`src/rtl/core/rusi_pkg.sv`:
```
package rusi_pkg;

    // Defaults for the coordinate format (signed fixed point)
    localparam int COORD_WIDTH_DEF = 32;
    localparam int FRAC_BITS_DEF   = 16;

    // Minimum ray parameter register
    localparam int EPS_WIDTH = 16;
    localparam int EPS_RESET = 66;

    // Multiplier digit consumed by each multiply cell
    localparam int MUL_DIGIT = 16;

endpackage

```
`src/rtl/core/rusi_mul_cell.sv`:
```
// One digit of a pipelined unsigned multiply: add a * digit K of b into the sum.
module rusi_mul_cell
    import rusi_pkg::*;
#(
    parameter int AW    = 64,
    parameter int BW    = 64,
    parameter int DIG   = MUL_DIGIT,
    parameter int K     = 0,
    parameter int PRW   = 128,
    parameter int SIDEW = 1
)
(
    input  logic             clk,
    input  logic             rst_n,
    input  logic             en,
    input  logic             in_vld,
    input  logic [AW-1:0]    in_a,
    input  logic [BW-1:0]    in_b,
    input  logic [PRW-1:0]   in_acc,
    input  logic [SIDEW-1:0] in_side,
    output logic             out_vld,
    output logic [AW-1:0]    out_a,
    output logic [BW-1:0]    out_b,
    output logic [PRW-1:0]   out_acc,
    output logic [SIDEW-1:0] out_side
);

    localparam int SH = K * DIG;

    logic             vld_reg;
    logic [AW-1:0]    a_reg;
    logic [BW-1:0]    b_reg;
    logic [PRW-1:0]   acc_reg;
    logic [SIDEW-1:0] side_reg;

    logic [AW+DIG-1:0] part_next;
    logic [PRW-1:0]    acc_next;

    assign part_next = in_a * in_b[SH +: DIG];
    assign acc_next  = in_acc + (PRW'(part_next) << SH);

    always_ff @(posedge clk or negedge rst_n)
    begin
        if (!rst_n)
        begin
            vld_reg <= 1'b0;
        end
        else if (en)
        begin
            vld_reg <= in_vld;
        end
    end

    always_ff @(posedge clk)
    begin
        if (en)
        begin
            a_reg    <= in_a;
            b_reg    <= in_b;
            acc_reg  <= acc_next;
            side_reg <= in_side;
        end
    end

    assign out_vld  = vld_reg;
    assign out_a    = a_reg;
    assign out_b    = b_reg;
    assign out_acc  = acc_reg;
    assign out_side = side_reg;

endmodule

```
`config.mk`:
```
export PLATFORM = sky130hd
export DESIGN_NAME = rusi_mul_cell
export DESIGN_NICKNAME = d
export VERILOG_FILES = /design/src/rtl/core/rusi_pkg.sv /design/src/rtl/core/rusi_mul_cell.sv
export SDC_FILE = /design/constraint.sdc
export NUM_CORES = 2
export LEC_CHECK = 0
export BUFFER_PORTS_ARGS = -buffer_cell sky130_fd_sc_hd__buf_2
export CAP_MARGIN = 15
export CORE_UTILIZATION = 67
export CTS_BUF_LIST = sky130_fd_sc_hd__clkbuf_8
export DETAILED_ROUTE_END_ITERATION = 16
export GPL_TIMING_DRIVEN = 1
export PLACE_DENSITY = 0.95
export SLEW_MARGIN = 0
export SYNTH_ARGS = -nofsm -noshare
export SYNTH_HDL_FRONTEND = slang
export SYNTH_SLANG_ARGS = --single-unit
```
`constraint.sdc`:
```
create_clock -name clk -period 1.2 [get_ports clk]
set_input_delay 0.24 -clock clk [delete_from_list [all_inputs] [get_ports clk]]
set_output_delay 0.24 -clock clk [all_outputs]
set_load 0.01 [all_outputs]
```
==> results of run 1 <==
## what timing repair did
| action | CTS |
|---|---|
| pin swaps | 282 |
| hold buffers | 128 |
| hold endpoints to repair | 132 |
| setup buffers | 145 |
| cloned | 27 |
| setup endpoints to repair | 384 |
| resized for setup | 604 |
## stage by stage
stage	cells	cell area (µm²)
2_1_floorplan	4522	44890
3_3_place_gp	6357	52740
3_5_place_dp	6357	52740
4_1_cts	6736	59480
## cells by family after synthesis
family                     count (synthesis)  synth area share (%)
muxes                                      1               0.02596
DFF                                      258                 17.85
xor gates and xnor gates                 121                 2.443
AOI/OAI and AO/OA                        297                 4.367
buffers and inverters                   1384                 12.22
adders and majority gates               1104                 48.22
and+or+nand+nor                         1357                 14.88
## per-layer routing
layer  GRT overflow  track usage (%)
met5             18            66.59
met4           1202            110.0
met3            151            87.23
met2           4212            129.0
met1            154            89.96
==> results.yml, run 1 <==
outcome:
  outcome: "did not finish"
  stop_stage: "5_1_grt"
  tool.error: "[ERROR GRT-0116] Global routing finished with congestion. Check the congestion regions in the DRC Viewer."
floorplanning:
  die_width_um: 256.4
  std_cell_rows: 92
  io_pins: 519
  start_util_pct: 68.27
  die_h_um: 256.4
synth:
  synthTopCellsByCount: "inv_1, fa_1, nand2_1"
  synth.most_common_cell: "inv_1"
  syn_inst: 4522
  syn_nets: 5887
  synth_area_leaders: "fa_1, edfxtp_1, inv_1, nand2_1, and2_1"
  synth.avg_cell_area_um2: 9.592
  ys_seq_elements: 258
  synth_top_cell_by_area: "fa_1"
  async_flop_share_pct: 0.3876
  synth-seq-area-share_pct: 17.85
  ys_warn_count: 0
  synth_top_area_share_pct: 43.66
  synth_area_mm2: 0.04338
  synth_edf_count: 257
  ys_types: 79
  synth_ff_type: "edfxtp_1"
cts:
  cts_buffer_depth: 3
  cts.sinks: 258
  numCtsBuffers: 47
  cts_root_buf: "clkbuf_8"
  htreeDepth: 2
place:
  io_buffers: 518
  gp_congestion: 1.061
  dpl.hpwl_um: 137800
  pre_cts_ws_ns: -6.194
grt:
  grt-ovfl-total: 5737
  gr-usage-all-layers_pct: 102.8
  grt_pass1_wl_um: 486100
  grt_pass1_vias: 65170
  grt_max_degree: 35
==> inputs of run 2 (changes only) <==
Settings changed: CORE_UTILIZATION 67 to 40, CTS_BUF_LIST sky130_fd_sc_hd__clkbuf_8 to default, PLACE_DENSITY 0.95 to default, PLACE_DENSITY_LB_ADDON from default to 0.15.
==> results.yml, run 2 <==
outcome:
  outcome: "complete, but fails checks"
  violations: "negative hold slack, negative setup slack"
routing:
  detail_route.wl_per_cell_um: 20.49
  ant_nets: 0
  first_pass_iters: 8
  drt_iter0_drc: 1995
  dr_total_vias: 35590
  drcViolationCount: 0
  routed_via_density: 4.874
  wl_um: 149600
min_path:
  holdPathStages: 2
  whs_endpoint: "out_acc[0]"
  min_path_type: "input pin to flop"
  holdCritStartpoint: "in_acc[0]"
floorplanning:
  die_h_um: 331.3
  io_pins: 519
  start_util_pct: 40.41
  core_mm2: 0.1074
  die_width_um: 331.3
  dieArea_mm2: 0.1098
  std_cell_rows: 120
grt:
  gr-usage-all-layers_pct: 27.12
  grt-ovfl-total: 0
  antenna_found_initial: 9
  grt_pass1_wl_um: 226100
  grt_pass1_vias: 38380
  grt_max_degree: 40
worst_setup_path:
  rr_startpoint: "out_vld"
  cp_max_fo: 8
  r2r_slack_ns: 0.46
  path_class: "input pin to flop"
  startpoint: "in_b[15]"
  critical_path_required_ns: 1.58
  cp.arrival_ns: 6.52
  start_kind: "input pin"
  worstRegToRegCells: 1
  endpoint_kind: "flop"
  r2r-end: "out_vld"
flow_run:
  maxCapViolations: 0
cts:
  clk_latency_ns: 0.62
  cts_root_buf: "clkbuf_16"
  path_clk_slew_ns: 0.06
  cts.sinks: 258
  numCtsBuffers: 31
  cts_buffer_depth: 3
  htreeDepth: 1
  cts_tree: "done"
sta:
  fin_hold_ws_ns: -0.1278
  period_minus_slack_ns: 6.142
  final_max_slew_viol_count: 0
  fin_crit_sh_pct: 511.8
  setup_viol: 384
  max_slew_margin_pct: 63.29
  skew_ns: 0
  tightest_slew_ns: 0.5490
  final_hold_viol_count: 1
  tns_ns: -602.51
  grt_setup_unrepaired: "true"
  clock.fmax_ghz: 0.1628
  worst_slack_ns: -4.942
synth:
  ys_types: 79
  syn_inst: 4522
  synth_ff_type: "edfxtp_1"
  synth_top_cell_by_area: "fa_1"
  synthTopCellsByCount: "inv_1, fa_1, nand2_1"
  synth.avg_cell_area_um2: 9.592
  ys_warn_count: 0
  synth_area_leaders: "fa_1, edfxtp_1, inv_1, nand2_1, and2_1"
  ys_seq_elements: 258
  synth.most_common_cell: "inv_1"
  synth_area_mm2: 0.04338
  syn_nets: 5887
  synth_edf_count: 257
  synth_top_area_share_pct: 43.66
  synth-seq-area-share_pct: 17.85
  async_flop_share_pct: 0.3876
cells_and_area:
  nNetsFinal: 7238
  drive_gt1_share_pct: 33.12
  final_common_cell: "inv_1"
  final_core_util_pct: 56.71
  fill_cells: 9527
  largest_register_ffs: 128
  final_cell_mix: "inv_1, fa_1, buf_4, nand2_1, buf_2"
  syn2layout_area_growth_pct: 40.34
place:
  gp_congestion: 0.9101
  pre_cts_ws_ns: -5.841
  io_buffers: 518
  dpl.hpwl_um: 117400
[run 2: cell counts after synthesis]
Identical to the previous run, type by type.
[run 2: critical path: stages]
cell and delay [ns]:
buf_12 0.11, buf_12 0.14, buf_8 0.13, and2_4 0.13
fa_1 0.48, fa_1 0.53, fa_1 0.54, fa_1 0.53
fa_1 0.56, inv_2 0.05, fa_2 0.53, inv_2 0.04
ha_4 0.29, nand2_4 0.07, nor4_4 0.36, buf_4 0.18
a221oi_4 0.07, nand3_4 0.17, a31oi_4 0.14, o21ai_4 0.25
a31oi_4 0.17, o31ai_4 0.24, buf_12 0.16, clkbuf_16 0.14
nand4_1 0.09, xnor2_1 0.14
[run 2: how the worst max path moves through the flow]
stage / end / slack, ns / cells past startpoint
after floorplan: out_acc[102] / -4.95 / 26
after global placement: out_acc[62] / -5.84 / 27
after detailed placement: out_acc[62] / -5.84 / 27
after CTS: out_acc[116] / -4.87 / 26
after global routing: out_acc[116] / -5.10 / 28
final: out_acc[111] / -4.94 / 26
[run 2: logic make-up after synthesis]
group / count (synthesis) / synth area share (%)
buf+inv: 1384 / 12.22
flops: 258 / 17.85
fa+ha+maj: 1104 / 48.22
xor+xnor: 121 / 2.443
compound gates: 297 / 4.367
simple gates: 1357 / 14.88
mux: 1 / 0.02596
[run 2: final cells by class]
type	instances	area, µm²	share of cell area [%]
antenna	3	7.507	0.01233
multi-input combinational	2880	33090	54.36
sequential	258	7742	12.72
clock inverter	18	231.5	0.3802
timing repair buffer	1536	12860	21.13
clock buffer	38	802.0	1.317
inverter	1166	4379	7.194
tap	1403	1755	2.884
[run 2: stage by stage]
stage	hold slack, ns	std cells	instance area, µm²
after floorplan	-0.05559	4522	44890
after global placement	0.01668	7001	54270
after detailed placement	0.01790	7001	54270
after CTS	-0.1763	7223	58600
after global routing	-0.1505	7300	60870
final	-0.1278	7302	60870
[run 2: what timing repair did]
action,4_1_cts,5_1_grt
endpoints found under the setup margin,384,385
buffers inserted,46,72
gates cloned,20,17
resized for setup,271,349
endpoints found under the hold margin,101,2
hold buffers,101,1
pin swaps,87,166
[run 2: per-layer routing]
layer  routed length [µm]  vias to the layer above  part of all wire, %  track usage [%]
met1                60260                    18270                   40            34.44
met2                75380                     1086                   50            48.12
li1                     -                    16010                    -                -
met5                   70                        -                0.047                0
met3                 8560                      213                  5.7            3.251
met4                 5356                       10                  3.6            8.501
Power of run 2 is not shown: default switching activity piles up to over one toggle a cycle in this logic, so the estimate is an artifact.
