[src/rtl/core/rusi_pkg.sv]
package rusi_pkg;

    // Defaults for the coordinate format (signed fixed point)
    localparam int COORD_WIDTH_DEF = 32;
    localparam int FRAC_BITS_DEF   = 16;

    // Minimum ray parameter register
    localparam int EPS_WIDTH = 16;
    localparam int EPS_RESET = 66;

    // Multiplier digit consumed by each multiply cell
    localparam int MUL_DIGIT = 16;

endpackage

[src/rtl/core/rusi_div_cell.sv]
// One quotient bit of a restoring divide: subtract divisor << I when it fits.
module rusi_div_cell
    import rusi_pkg::*;
#(
    parameter int I     = 0,
    parameter int RW    = 114,
    parameter int DVW   = 64,
    parameter int QW    = 31,
    parameter int SIDEW = 1
)
(
    input  logic             clk,
    input  logic             rst_n,
    input  logic             en,
    input  logic             in_vld,
    input  logic [RW-1:0]    in_rem,
    input  logic [DVW-1:0]   in_dvs,
    input  logic [QW-1:0]    in_quo,
    input  logic [SIDEW-1:0] in_side,
    output logic             out_vld,
    output logic [RW-1:0]    out_rem,
    output logic [DVW-1:0]   out_dvs,
    output logic [QW-1:0]    out_quo,
    output logic [SIDEW-1:0] out_side
);

    logic             vld_reg;
    logic [RW-1:0]    rem_reg;
    logic [DVW-1:0]   dvs_reg;
    logic [QW-1:0]    quo_reg;
    logic [SIDEW-1:0] side_reg;

    logic [RW-1:0] sub_next;
    logic [RW-1:0] rem_next;
    logic [QW-1:0] quo_next;

    always_comb
    begin
        sub_next = RW'(in_dvs) << I;
        rem_next = in_rem;
        quo_next = in_quo;
        if (in_rem >= sub_next)
        begin
            rem_next    = in_rem - sub_next;
            quo_next[I] = 1'b1;
        end
    end

    always_ff @(posedge clk or negedge rst_n)
    begin
        if (!rst_n)
        begin
            vld_reg <= 1'b0;
        end
        else if (en)
        begin
            vld_reg <= in_vld;
        end
    end

    always_ff @(posedge clk)
    begin
        if (en)
        begin
            rem_reg  <= rem_next;
            dvs_reg  <= in_dvs;
            quo_reg  <= quo_next;
            side_reg <= in_side;
        end
    end

    assign out_vld  = vld_reg;
    assign out_rem  = rem_reg;
    assign out_dvs  = dvs_reg;
    assign out_quo  = quo_reg;
    assign out_side = side_reg;

endmodule

[config.mk]
export PLATFORM = sky130hd
export DESIGN_NAME = rusi_div_cell
export DESIGN_NICKNAME = d
export VERILOG_FILES = /design/src/rtl/core/rusi_pkg.sv /design/src/rtl/core/rusi_div_cell.sv
export SDC_FILE = /design/constraint.sdc
export NUM_CORES = 1
export LEC_CHECK = 0
export ABC_AREA = 0
export BUFFER_PORTS_ARGS = -buffer_cell sky130_fd_sc_hd__buf_4
export CORE_UTILIZATION = 31
export CTS_CLUSTER_SIZE = 16
export DETAILED_ROUTE_END_ITERATION = 12
export PLACE_DENSITY_LB_ADDON = 0.1
export REMOVE_ABC_BUFFERS = 1
export SYNTH_ARGS = -nofsm -noshare
export SYNTH_HDL_FRONTEND = slang
export SYNTH_SLANG_ARGS = --single-unit
[constraint.sdc]
create_clock -name clk -period 0.8 [get_ports clk]
set_input_delay 0.08 -clock clk [delete_from_list [all_inputs] [get_ports clk]]
set_output_delay 0.08 -clock clk [all_outputs]
set_load 0.05 [all_outputs]
==> out/metrics.yaml, run 1 <==
layout:
  areaGrowthSynthToFinish_pct: 109
  drive_above_1_share_pct: 51.5
  diodes: 0
  fillerInstances: 3087
  multiInputGateArea_um2: 7660
  nNetsFinal: 2672
  seq_area_um2: 6330
timing:
  finalSetupTns_ns: -296.51
  max_freq_ghz: 0.356
  setup_viol: 331
  tightest_slew_ns: 0.842
  rsz0062_at_grt: "true"
  skew_ns: 0
  fin_crit_ns: 2.81
  finalHoldViolations: 0
  drv_slew: 0
  timing.slew.headroom_pct: 43.4
  period_share_pct: 351
  setup_slack_ns: -2.01
grt:
  grt_max_degree: 24
  top_usage_layer: "met2"
  gr-usage-met3_pct: 4.49
  grt.total_usage_pct: 26.6
  grt_pass1_wl_mm: 85.9
  antenna_found_initial: 0
  met1_usage_pct: 31.9
  grt_overflow: 0
  grt_pass1_vias: 15386
  grt_use_met2_pct: 47.8
power:
  totalPowerFinal_mw: 44.0
  irDropWorstVdd_uv: 1400
  power_leakage_nw: 11.4
  p_per_area_nw_per_um2: 1650
clock_tree:
  cts-root-buf: "clkbuf_16"
  clock_latency_ns: 0.57
  htreeDepth: 1
  cts_tree: "yes"
  path_clk_slew_ns: 0.06
  cts.path.max_buffers: 3
  numCtsBuffers: 26
  clock_sinks: 211
worst_setup_path:
  cp_max_fo: 2
  cp.arrival_ns: 3.13
  path_common_cell: "or4_4"
  required_ns: 1.12
  cp_cell_sequence: "buf_6, or4_4, or4_4, or4_4, nor4_4, buf_4, nor3_4, and3_4, buf_6, or4_4, a21oi_2, xor2_1"
  startpoint_type: "input port"
  critPathBufInv: 3
  cp_slowest_cell: "or4_4"
  end_kind: "register"
  worstSetupPathType: "in -> reg"
  cp_top_family: "simple AND/OR/NAND/NOR gates"
  crit_path_max_incr_delay_ns: 0.55
logic_synthesis:
  synth_edf_count: 210
  ys.flop_type: "edfxtp_1"
  synth_warnings: 0
  ys_types: 62
  avgSynthCellArea_um2: 10.0
  async_reset_ff_share_pct: 0.474
  netlist_area_um2: 12700
  synth-seq-cells: 211
  synth.yosys.seq_area_share_pct: 49.7
  syn-instance-count: 1273
floorplanning:
  die_w_um: 205
  ios: 425
  die-area_um2: 41900
  core_um2: 40100
  start_util_pct: 31.8
  die_y_um: 205
  fp-row-count: 73
drt:
  drc_errors: 0
  wl_per_cell_um: 19.6
  antenna_left: 0
  vias: 14386
  viasPerCell: 4.90
  drt-initial-drc-count: 634
  wl_mm: 57.5
  first_pass_iters: 5
placement:
  portBuffers: 424
  gp_congestion: 0.930
  hpwlAfterDp_mm: 40.6
run_status:
  failed_checks: "negative setup slack"
  status: "finished, violations left"
hold_path:
  hp-class: "in -> reg"
job:
  cap_violations: 0
[registers in the layout, summed over array words and instances (netlist names)]
name	count
out_dvs	64
out_vld	1
out_rem	114
out_side	1
out_quo	31
[Yosys cell counts (all sizes together), types with 7 or more instances]
cell / count / area (µm²)
o211ai: 7 / 52.6
and3: 8 / 50.1
a21o: 25 / 188
xnor2: 53 / 464
a31oi: 13 / 81.3
o21bai: 8 / 60.1
or4: 18 / 146
o21a: 12 / 90.1
nor4b: 7 / 67.6
nand4: 34 / 213
or3: 20 / 125
nor3: 49 / 250
nor4: 21 / 176
nor2: 120 / 450
clkbuf: 52 / 195
inv: 84 / 315
or2: 8 / 50.1
nand2: 101 / 382
edfxtp: 210 / 6310
a211oi: 13 / 97.6
nand3: 20 / 105
a21oi: 142 / 714
o21ai: 55 / 275
nand2b: 10 / 62.6
ha: 64 / 801
xor2: 57 / 499
[placed cells by master (no fill, tap or decap), types with 13 or more instances in the layout]
master	instances
buf_4	639
nand2_1	85
dlygate4sd3_1	216
nor2_4	53
a21oi_2	55
or4_1	13
a21o_1	25
inv_1	82
a21oi_1	85
o21ai_0	37
edfxtp_1	210
buf_12	31
clkbuf_16	26
xnor2_1	48
nor2_1	55
nand3_1	13
nor3_1	30
nand4_1	34
nor3_4	14
xor2_1	54
buf_6	244
or3_1	20
ha_4	14
ha_1	49
[kinds of logic (layout without fill, tap and decap cells)]
kind of cell	count (synthesis)	in the layout	synth area share, %
buffers and inverters	142	1281	4.25
adder cells (fa/ha/maj)	65	65	6.44
XOR/XNOR	110	110	7.56
flip-flops	211	211	49.7
AO/OA/AOI/OAI	315	315	14.9
AND/OR/NAND/NOR	427	427	16.9
multiplexers	3	3	0.265
[worst min-delay path, delay by kind of cell]
kind                     cells  cell delay (ns)
buffers and inverters        1             0.10
adder cells (fa/ha/maj)      1             0.20
AND/OR/NAND/NOR              2             0.09
[worst paths after layout]
path | startpoint | end | slack, ns | cells after the start
worst min-delay path | in_rem[1] | out_rem[1]$_DFFE_PP_ | 0.008 | 4
worst min register to register | out_vld$_DFFE_PN0P_ | out_vld$_DFFE_PN0P_ | 0.65 | 2
worst max-delay path | in_rem[88] | out_rem[108]$_DFFE_PP_ | -2.01 | 12
max in group asynchronous | rst_n | out_vld$_DFFE_PN0P_ | 0.35 | 3
min in group asynchronous | rst_n | out_vld$_DFFE_PN0P_ | 0.35 | 3
worst max register to register | out_vld$_DFFE_PN0P_ | out_vld$_DFFE_PN0P_ | -0.10 | 2
[report_power, final]
part	internal (mW)	switching (mW)	leakage, nW
combinational	7.75	9.36	8.95
sequential	13.7	0.623	2.07
clock	7.57	4.99	0.420
[cell type report]
cell class / instances / share of cell area (%)
inverters: 84 / 1.19
clock buffers: 32 / 2.53
multi-input cells: 920 / 28.8
flip-flops and latches: 211 / 23.8
well taps: 525 / 2.47
repair buffers: 1150 / 40.4
clock inverters: 15 / 0.804
[metrics by stage]
| step | instances | hold WS (ns) | setup WS, ns | cell area (µm²) | utilization, % |
|---|---|---|---|---|---|
| after floorplan | 1215 | -0.216 | -3.53 | 12500 | - |
| after global placement | 2610 | -0.145 | -2.82 | 19900 | 49.6 |
| after detailed placement | 2610 | -0.143 | -2.78 | 19900 | 49.6 |
| after CTS | 2924 | -0.0840 | -1.92 | 26000 | 64.9 |
| after global routing | 2937 | 0.0150 | -2.06 | 26600 | 66.4 |
| final | 2937 | 0.00783 | -2.01 | 26600 | 66.4 |
[per-layer routing]
metal  up-vias  wire length (µm)
li1       6934                 -
met5         -                 0
met2       413             29100
met4         0              1830
met1      6950             23200
met3        89              3300
[what timing repair did]
action,4_1_cts,5_1_grt
gates resized for setup,559,129
setup buffers,43,25
setup endpoints to repair,326,331
hold endpoints to repair,224,13
gates cloned,16,0
hold buffers,215,2
pin swaps,88,58
No activity file was read; power rests on OpenSTA's default activity.
==> run 2: changes to the inputs <==
Settings changed: CORE_MARGIN set to 10.
==> run 2 against run 1 <==
  * The run ends with negative hold slack, negative setup slack left
  * Register-to-register slack barely moved
  * Critical path depth did not move
  * First-iteration DRC count rose by 36%
  * Setup slack got worse by 0.14 ns
  * Maximum frequency fell by 4.6%
  * Clock-buffer cell count fell by 2
  * Die area rose by 18%
  * Clock power fell by 3%
  * Clock skew did not move
  * Worst hold slack got worse by 0.069 ns
  * Largest cell class unchanged
==> out/metrics.yaml, run 2 (same netlist as run 1, synthesis figures left out) <==
run_status:
  status: "finished, violations left"
  failed_checks: "negative hold slack, negative setup slack"
drt:
  antenna_left: 0
  first_pass_iters: 5
  wl_per_cell_um: 20.4
  drt-initial-drc-count: 863
  wl_mm: 60.4
  vias: 14296
  viasPerCell: 4.83
  drc_errors: 0
power:
  p_sw_share_pct: 34.3
  power_frac_seq_pct: 32.7
  p_clk_share_pct: 28.0
  p_int_mw: 28.6
  p_sw_mw: 14.9
  p_per_area_nw_per_um2: 1650
  p_comb_share_pct: 39.3
  power_leakage_nw: 11.4
  irDropWorstVdd_uv: 1740
layout:
  largest_reg_flops: 114
  fillerInstances: 3241
  final_area_um2: 26400
  layout_common_cells: "buf_4 (668), buf_6 (243), dlygate4sd3_1 (216), edfxtp_1 (210), nand2_1 (91)"
  areaGrowthSynthToFinish_pct: 107
  drive_above_1_share_pct: 50.9
  nNetsFinal: 2688
  seq_area_um2: 6330
  multiInputGateArea_um2: 7430
  diodes: 0
  final_common_cell: "buf_4"
worst_setup_path:
  required_ns: 1.11
  path_common_cell: "or4_4"
  crit_path_max_incr_delay_ns: 0.59
  startpoint_type: "input port"
  cp.arrival_ns: 3.26
  cp_cell_sequence: "buf_6, or4_4, or4_4, or4_4, nor4_4, buf_4, nor3_4, and3_4, buf_6, or4_4, a21oi_4, xor2_1"
  cp_slowest_cell: "or4_4"
  end_kind: "register"
  worstSetupPathType: "in -> reg"
  cp_max_fo: 3
timing:
  finalHoldViolations: 15
  tightest_slew_ns: 0.862
  setup_slack_ns: -2.15
  setup_viol: 334
  drv_slew: 0
  period_share_pct: 368
  fin_crit_ns: 2.95
  timing.slew.headroom_pct: 42.0
  whs_ns: -0.0616
  skew_ns: 0
  max_freq_ghz: 0.339
  rsz0062_at_grt: "true"
clock_tree:
  path_clk_slew_ns: 0.06
  cts.path.max_buffers: 3
  clock_latency_ns: 0.56
  numCtsBuffers: 26
  cts-root-buf: "clkbuf_16"
  clock_sinks: 211
  htreeDepth: 1
  cts_tree: "yes"
placement:
  place_ws_ns: -2.94
  placed_area_um2: 20100
  portBuffers: 424
  gp_congestion: 0.910
  hpwlAfterDp_mm: 44.8
floorplanning:
  fp-row-count: 74
  ios: 425
  die-area_um2: 49600
  start_util_pct: 31.3
  core_um2: 40700
  die_y_um: 223
  die_w_um: 223
grt:
  grt_overflow: 0
  grt.total_usage_pct: 23.4
  grt_pass1_wl_mm: 91.7
  antenna_found_initial: 0
  grt_max_degree: 23
  grt_pass1_vias: 15451
job:
  cap_violations: 0
hold_path:
  hp-class: "in -> reg"
run 2: changes by cell type in the layout (fill, tap and decap cells not counted), sizes merged:
cell,delta
clkinv,+6
bufinv,-1
buf,+16
clkinvlp,-3
clkbuf,-2
run 2: per-layer routing:
| metal | global-route usage (%) | up-vias | wire length, µm |
|---|---|---|---|
| met5 | 0 | - | 0 |
| met4 | 4.95 | 0 | 1150 |
| met3 | 4.70 | 57 | 3390 |
| met2 | 40.9 | 382 | 30600 |
| met1 | 29.1 | 6883 | 25300 |
| li1 | - | 6974 | - |
run 2: path summary, 6_finish.rpt:
kind / from / to / slack [ns] / cells past startpoint
worst max-delay path: in_rem[88] / out_rem[108]$_DFFE_PP_ / -2.15 / 12
worst min-delay path: en / out_rem[41]$_DFFE_PP_ / -0.06 / 2
worst max register to register: out_vld$_DFFE_PN0P_ / out_vld$_DFFE_PN0P_ / -0.11 / 2
worst min register to register: out_vld$_DFFE_PN0P_ / out_vld$_DFFE_PN0P_ / 0.67 / 2
max in group asynchronous: rst_n / out_vld$_DFFE_PN0P_ / 0.30 / 3
min in group asynchronous: rst_n / out_vld$_DFFE_PN0P_ / 0.39 / 3
run 2: power groups by stage:
stage | combinational, mW | sequential, mW | clock (mW)
floorplan | 3.35 | 18.3 | 0
global placement | 14.4 | 14.2 | 0
detailed placement | 14.4 | 14.2 | 0
CTS | 16.7 | 14.2 | 12.5
global route | 18.1 | 14.4 | 12.9
finish | 17.1 | 14.2 | 12.2
run 2: stage by stage:
step                std cells  TNS [ns]  util (%)  total power, mW
floorplan                1215   -339.12         -             21.7
global placement         2643   -323.95      49.3             28.6
detailed placement       2643   -323.35      49.3             28.6
CTS                      2949   -306.24      63.5             43.4
global route             2960   -317.43      64.7             45.3
finish                   2960   -298.51      64.7             43.5
run 2: area by class of cell:
class,instances,area share (%)
multi-input cells,920,28.2
clock buffers,30,2.52
clock inverters,17,0.740
inverters,84,1.21
flip-flops and latches,211,24.0
well taps,532,2.52
repair buffers,1166,40.8
run 2: critical path: cells and delay by family:
family	cells	cell delay (ns)
buffers and inverters	3	0.38
XOR/XNOR	1	0.08
AND/OR/NAND/NOR	7	2.57
AO/OA/AOI/OAI	1	0.14
run 2: what timing repair did:
item / CTS / global route
hold buffers: 215 / 3
gates resized for setup: 531 / 111
buffers inserted: 36 / 21
endpoints found under the setup margin: 326 / 334
hold endpoints to repair: 234 / 23
pin swaps: 80 / 53
cloned: 16 / 0
